===== src/hw/rtl/ise_pkg.sv =====
// shared types, constants and helpers for the interpolative set encoder
package ise_pkg;

    localparam int MAX_MEMBERS_DEF = 32;
    localparam int STACK_DEPTH_DEF = 6;
    localparam int WORD_W          = 64;
    localparam int FILL_W          = 7;
    localparam int PADDR_W         = 5;

    typedef enum logic [1:0] {
        REG_RANGE_LOW  = 2'd0,
        REG_RANGE_HIGH = 2'd1,
        REG_START_BIT  = 2'd2,
        REG_UNUSED     = 2'd3
    } reg_idx_t;

    typedef struct packed {
        logic [63:0] member;
        logic        final_member;
    } in_item_t;

    typedef struct packed {
        logic [63:0] stream_word;
        logic [6:0]  word_bits;
        logic        last_word;
        logic        set_error;
    } out_item_t;

    // controller to datapath
    typedef struct packed {
        logic load;
        logic start_walk;
        logic walk_emit;
        logic pop;
        logic calc;
        logic len;
        logic pack;
        logic fin_held;
        logic fin_pend;
        logic err_out;
        logic clear;
    } ise_cmd_t;

    // datapath to controller
    typedef struct packed {
        logic err_seen;
        logic out_free;
        logic overflow;
        logic last_node;
        logic held_valid;
        logic need_pend;
    } ise_sts_t;

    // number of significant bits in a 64-bit value
    function automatic logic [6:0] bit_len64(input logic [63:0] x);
        logic [6:0] n;
        n = 7'd0;
        for (int i = 0; i < 64; i++)
        begin
            if (x[i])
            begin
                n = 7'(i + 1);
            end
        end
        return n;
    endfunction

endpackage


===== src/hw/rtl/ise_ctrl.sv =====
// sequencer for collection, stack walk, final flush and error reporting
module ise_ctrl
    import ise_pkg::*;
(
    input  logic     clk,
    input  logic     rst_n,
    input  logic     in_valid,
    input  logic     in_final,
    input  ise_sts_t sts,
    output ise_cmd_t cmd,
    output logic     in_stall
);

    typedef enum logic [3:0] {
        ST_COLLECT,
        ST_CHECK,
        ST_POP,
        ST_CALC,
        ST_LEN,
        ST_PACK,
        ST_FIN_HELD,
        ST_FIN_PEND,
        ST_ERR
    } state_t;

    state_t state_reg, state_next;
    logic   pass_reg, pass_next;

    assign in_stall = (state_reg != ST_COLLECT);

    always_comb
    begin
        cmd        = '0;
        state_next = state_reg;
        pass_next  = pass_reg;
        case (state_reg)
            ST_COLLECT:
            begin
                if (in_valid)
                begin
                    cmd.load = 1'b1;
                    if (in_final)
                    begin
                        state_next = ST_CHECK;
                    end
                end
            end
            ST_CHECK:
            begin
                if (sts.err_seen)
                begin
                    state_next = ST_ERR;
                end
                else
                begin
                    cmd.start_walk = 1'b1;
                    cmd.walk_emit  = 1'b0;
                    pass_next      = 1'b0;
                    state_next     = ST_POP;
                end
            end
            ST_POP:
            begin
                cmd.pop    = 1'b1;
                state_next = ST_CALC;
            end
            ST_CALC:
            begin
                cmd.calc   = 1'b1;
                state_next = ST_LEN;
            end
            ST_LEN:
            begin
                cmd.len    = 1'b1;
                state_next = ST_PACK;
            end
            ST_PACK:
            begin
                if (!pass_reg || sts.out_free)
                begin
                    cmd.pack = 1'b1;
                    if (sts.overflow)
                    begin
                        state_next = ST_ERR;
                    end
                    else if (sts.last_node)
                    begin
                        if (!pass_reg)
                        begin
                            cmd.start_walk = 1'b1;
                            cmd.walk_emit  = 1'b1;
                            pass_next      = 1'b1;
                            state_next     = ST_POP;
                        end
                        else
                        begin
                            state_next = ST_FIN_HELD;
                        end
                    end
                    else
                    begin
                        state_next = ST_POP;
                    end
                end
            end
            ST_FIN_HELD:
            begin
                if (!sts.held_valid)
                begin
                    state_next = ST_FIN_PEND;
                end
                else if (sts.out_free)
                begin
                    cmd.fin_held = 1'b1;
                    state_next   = ST_FIN_PEND;
                end
            end
            ST_FIN_PEND:
            begin
                if (!sts.need_pend)
                begin
                    cmd.clear  = 1'b1;
                    state_next = ST_COLLECT;
                end
                else if (sts.out_free)
                begin
                    cmd.fin_pend = 1'b1;
                    cmd.clear    = 1'b1;
                    state_next   = ST_COLLECT;
                end
            end
            ST_ERR:
            begin
                if (sts.out_free)
                begin
                    cmd.err_out = 1'b1;
                    cmd.clear   = 1'b1;
                    state_next  = ST_COLLECT;
                end
            end
            default:
            begin
                state_next = ST_COLLECT;
            end
        endcase
    end

    always_ff @(posedge clk or negedge rst_n)
    begin
        if (!rst_n)
        begin
            state_reg <= ST_COLLECT;
            pass_reg  <= 1'b0;
        end
        else
        begin
            state_reg <= state_next;
            pass_reg  <= pass_next;
        end
    end

endmodule


===== config.mk =====
export PLATFORM = sky130hd
export DESIGN_NAME = ise_ctrl
export DESIGN_NICKNAME = d
export VERILOG_FILES = /design/src/hw/rtl/ise_pkg.sv /design/src/hw/rtl/ise_ctrl.sv
export SDC_FILE = /design/constraint.sdc
export NUM_CORES = 1
export LEC_CHECK = 0
export BUFFER_PORTS_ARGS = -buffer_cell sky130_fd_sc_hd__buf_2
export CORE_AREA = 2 2 39 41
export CTS_BUF_LIST = sky130_fd_sc_hd__clkbuf_4
export DETAILED_ROUTE_END_ITERATION = 16
export DIE_AREA = 0 0 41 43
export PLACE_DENSITY = 0.77
export SLEW_MARGIN = 10
export SYNTH_ARGS = -nofsm -noshare
export SYNTH_HDL_FRONTEND = slang
export SYNTH_SLANG_ARGS = --single-unit

===== constraint.sdc =====
create_clock -name clk -period 1.4 [get_ports clk]
set_input_delay 0.21 -clock clk [delete_from_list [all_inputs] [get_ports clk]]
set_output_delay 0.21 -clock clk [all_outputs]
set_load 0.01 [all_outputs]

== Word-level counts from Yosys, hierarchy flattened ==
Index checks and enable logic that the tools add are counted.
Operators by class
  add/subtract/negate cells: 0
  multiply operators: 0
  div/mod/pow operators: 0
  $lt $le $gt $ge: 0
  equality and inequality tests: 15
  shift-type cells: 0
  mux-type cells: 39
  bitwise operators: 0
  reduce and logical (&&, ||, !) cells: 7
Operator list (count)
  $mux 4: 9
  $pmux 4 s9: 1
  $mux 1: 18
  $eq 4x3->1 const B: 4
  $mux 2: 6
  $ne 2x2->1 const B: 6
  $eq 4x2->1 const B: 2
  $mux 3: 2
  $reduce_and 5->1: 1
  $eq 4x1->1 const B: 1
  $eq 4x4->1 const B: 1
  $logic_not 4->1: 1
  $pmux 1 s2: 2
  $pmux 2 s2: 1
  $reduce_and 4->1: 1
  $reduce_bool 4->1: 1
  $ne 3x3->1 const B: 1
  $reduce_bool 2->1: 1
  $logic_not 1->1: 1
  $logic_or 1x1->1: 1
Word-level totals
  bits in registers: 5
  bits in latches: 0
  RAM bits: 0
  bits in read-only memories: 0
  word-level logic and storage cells: 63
  memories kept: 0

== Logic depth before layout (Yosys ltp) ==
  depth after elaboration: 5
  depth in mapped cells: 5

== Worst setup path before layout ==
No wires, ideal clock.
  path type: register to output
  start: register state_reg[2]
  end: output port cmd[9] (netlist bit)
  arrival time: 1.176 ns
  data required time: 1.190 ns
  setup slack: 0.014 ns
  stages on the path, launching flop included: 6
  buffers on the path: 1
  cell sequence: dfrtp_1 buf_4 and2b_1 and2_1 nand3b_1 o21ai_0
RTL lines
  from (decl): line ise_ctrl.sv:26  | state_t state_reg, state_next;
  from (signal assigned): line ise_ctrl.sv:157  | state_reg <= state_next;
  to (decl): line ise_ctrl.sv:10  | output ise_cmd_t cmd,

==> flow_summary_export.csv <==
group,metric,value,unit
status,status,"complete, but fails checks",
status,violations,"negative setup slack",
synthesis,synth_seq_cells,5,
pwr,p_sw,0.673,mW
place,hpwl,1.03,mm
synthesis,ys_warn_count,0,
timing,worstMarginPinSlew,0.260,ns
setup_path,ff2ff_path_depth,6,
synthesis,synth-edff-count,0,
pwr,p_total,1.66,mW
setup_path,cp.depth,4,
setup_path,endpoint_kind,"primary output",
synthesis,async_reset_ff_frac,1.00,
cts,clk_latency,0.23,ns
cts,max-clock-path-buffers,2,
die,die_h,43,um
synthesis,ys_types,34,
die,num_rows,14,
pwr,p_sw_frac,0.406,
layout,final_nets,112,
die,pin_count,22,
grt,grt-ovfl-total,0,
timing,hold_violations,0,
layout,drive_gt1_frac,0.545,
timing,clock_skew,0.00173,ns
detailed_routing,wl_per_cell,13.5,um
grt,first_global_vias,538,
die,core_area,1380,um2
layout,diodes,0,
pwr,p_comb_frac,0.729,
detailed_routing,initialDrtViolationCount,9,
cts,cts_sinks,5,
synthesis,synthesis.area_per_instance,7.96,um2
place,globalplace.congestion,0.843,
layout,largest_register_ffs,4,
synthesis,synth_top_area_frac,0.258,
synthesis,synth_top_cell_by_area,"dfrtp_1",
timing,rsz0062_at_grt,"true",
setup_path,cp_max_fo,4,
synthesis,synth_area,485,um2
die,die_w,41,um
layout,nFillCells,117,
setup_path,critPathLaunchType,"flop",
setup_path,cp_top_family,"simple AND/OR/NAND/NOR gates",
timing,max_slew_margin,0.826,
hold_path,hp-class,"input pin to flop",
layout,regArea,125,um2
place,port-buffer-count,21,
timing,fin_ws,-0.246,ns
timing,finalMaxSlewViolations,0,
pwr,clockPowerShare,0.107,
grt,antenna_found_initial,0,
detailed_routing,vias,609,
timing,period_share,1.18,
setup_path,arrival,1.44,ns
detailed_routing,ant_nets,0,
setup_path,cpMaxStageDelayCell,"or4_4",
timing,period_needed,1.65,ns
setup_path,critical_path.startpoint,"state_reg[3]",
setup_path,required,1.19,ns
setup_path,reg2reg_to,"state_reg[2]",
job,maxCapViolCount,0,
pwr,p_int,0.984,mW
timing,fmax,607,MHz
detailed_routing,viasPerCell,5.21,
layout,final_common_cell,"buf_2",
layout,layout_common_cells,"buf_2 (21), buf_4 (15), nor2_1 (5), dfrtp_1 (5)",
layout,area_growth_syn_to_layout,69.8,%
cts,cts.clk_slew.worst_paths,0.04,ns
grt,track_usage,0.193,
layout,multi_input_area,377,um2
setup_path,r2r_start,"state_reg[0]",
synthesis,synth_nets,71,
cts,cts_buffers,3,
synthesis,syn_inst,61,
setup_path,critical_path.endpoint,"cmd[9]",
cts,cts_tree,"built",
pwr,p_leak,0.428,nW
setup_path,setup.worst_path.class,"flop to primary output",
setup_path,path_cells,"nand2b_4, or4_4, o21ai_1, buf_2",
detailed_routing,firstDrtPassIters,4,
timing,setup_viol,17,
synthesis,yosysSeqAreaShare,0.258,
grt,grt_pass1_wl,2.31,mm
timing,fin_tns_setup,-2.27,ns
die,die_area,1760,um2
detailed_routing,wl,1.58,mm
setup_path,cp.buffers_inverters,1,
die,start_util,0.351,
setup_path,r2r_setup_slack,-0.15,ns
pwr,irDropWorstVdd,0.907,mV
pwr,power_frac_seq,0.164,
synthesis,ys.flop_type,"dfrtp_1",
cts,htree_levels,1,
pwr,power.density,2010,nW/um2
synthesis,synth_area_leaders,"dfrtp_1 (26%), and3_1 (5.2%), nor2b_1 (5.2%)",
grt,grt_max_degree,12,
setup_path,critPathMaxStageDelay,0.42,ns
detailed_routing,route.detailed.drc,0,
cts,clock-root-buffer,"clkbuf_4",
## what timing repair did
item | in CTS | in global routing
endpoints found under the hold margin | 5 | 0
pin swaps | 4 | 5
setup buffers | 5 | 3
resized for setup | 10 | 6
hold buffers | 1 | 0
endpoints found under the setup margin | 15 | 17
## Yosys cell counts, types with 2 or more instances
cell	instances
o21ai_0	4
a21oi_1	2
dfrtp_1	5
and3_1	4
nand2b_1	2
and2b_1	2
nor2b_1	4
nand2_1	4
inv_1	3
mux2i_1	2
nor2_1	6
## cell type report
cell class,instances,share of cell area
inverters,3,0.0137
clock buffers,4,0.0364
flip-flops and latches,5,0.152
well taps,16,0.0243
multi-input cells,49,0.457
repair buffers,40,0.317
## cell families after synthesis
family,count (synthesis),share of synthesized area
DFF,5,0.258
buffers and inverters,7,0.0799
and+or+nand+nor,34,0.438
muxes,2,0.0412
AOI/OAI and AO/OA,13,0.183
## power by group through the flow
| stage | clock [mW] | combinational (mW) | sequential [mW] |
|---|---|---|---|
| 5_1_grt | 0.199 | 1.31 | 0.275 |
| 6_report | 0.177 | 1.21 | 0.272 |
| 4_1_cts | 0.190 | 1.05 | 0.259 |
| 2_1_floorplan | 0 | 0.541 | 0.247 |
| 3_5_place_dp | 0 | 0.888 | 0.253 |
| 3_3_place_gp | 0 | 0.875 | 0.250 |
## metrics by stage
step / hold WS (ns) / cell area (um2) / utilization / worst slack [ns] / cells
after floorplan: -0.0856 / 485 / - / 0.0140 / 61
after global placement: 0.0222 / 673 / 0.486 / 0.0183 / 106
after detailed placement: 0.0245 / 673 / 0.486 / -0.0156 / 106
after CTS: 0.304 / 787 / 0.569 / -0.234 / 115
after global routing: 0.335 / 825 / 0.596 / -0.290 / 117
final: 0.323 / 825 / 0.596 / -0.246 / 117
## worst reg2reg max path: stages (launching register included)
cell	delay, ns
dfrtp_1	0.43
and2b_2	0.24
buf_4	0.14
buf_6	0.11
and4b_1	0.22
nor2b_1	0.17
o221ai_2	0.12
## metal layers
| metal | share of wire | global-route usage | up-vias | routed length, um |
|---|---|---|---|---|
| met5 | 0 | 0 | - | 0 |
| met4 | 0.0089 | 0.100 | 0 | 14 |
| met3 | 0.042 | 0.0366 | 2 | 67 |
| met2 | 0.52 | 0.313 | 21 | 819 |
| met1 | 0.43 | 0.228 | 286 | 675 |
| li1 | - | - | 300 | - |
## worst min-delay path by stage
| stage | start | to | slack, ns | cells after the start |
|---|---|---|---|---|
| 6_report | sts[5] | pass_reg | 0.32 | 3 |
| 5_1_grt | rst_n | state_reg[1] | 0.33 | 2 |
| 4_1_cts | rst_n | state_reg[1] | 0.30 | 2 |
| 3_5_place_dp | rst_n | pass_reg | 0.02 | 1 |
| 3_3_place_gp | rst_n | pass_reg | 0.02 | 1 |
| 2_1_floorplan | rst_n | pass_reg | -0.09 | 0 |
Note: power is estimated with default switching activity, not from simulation.
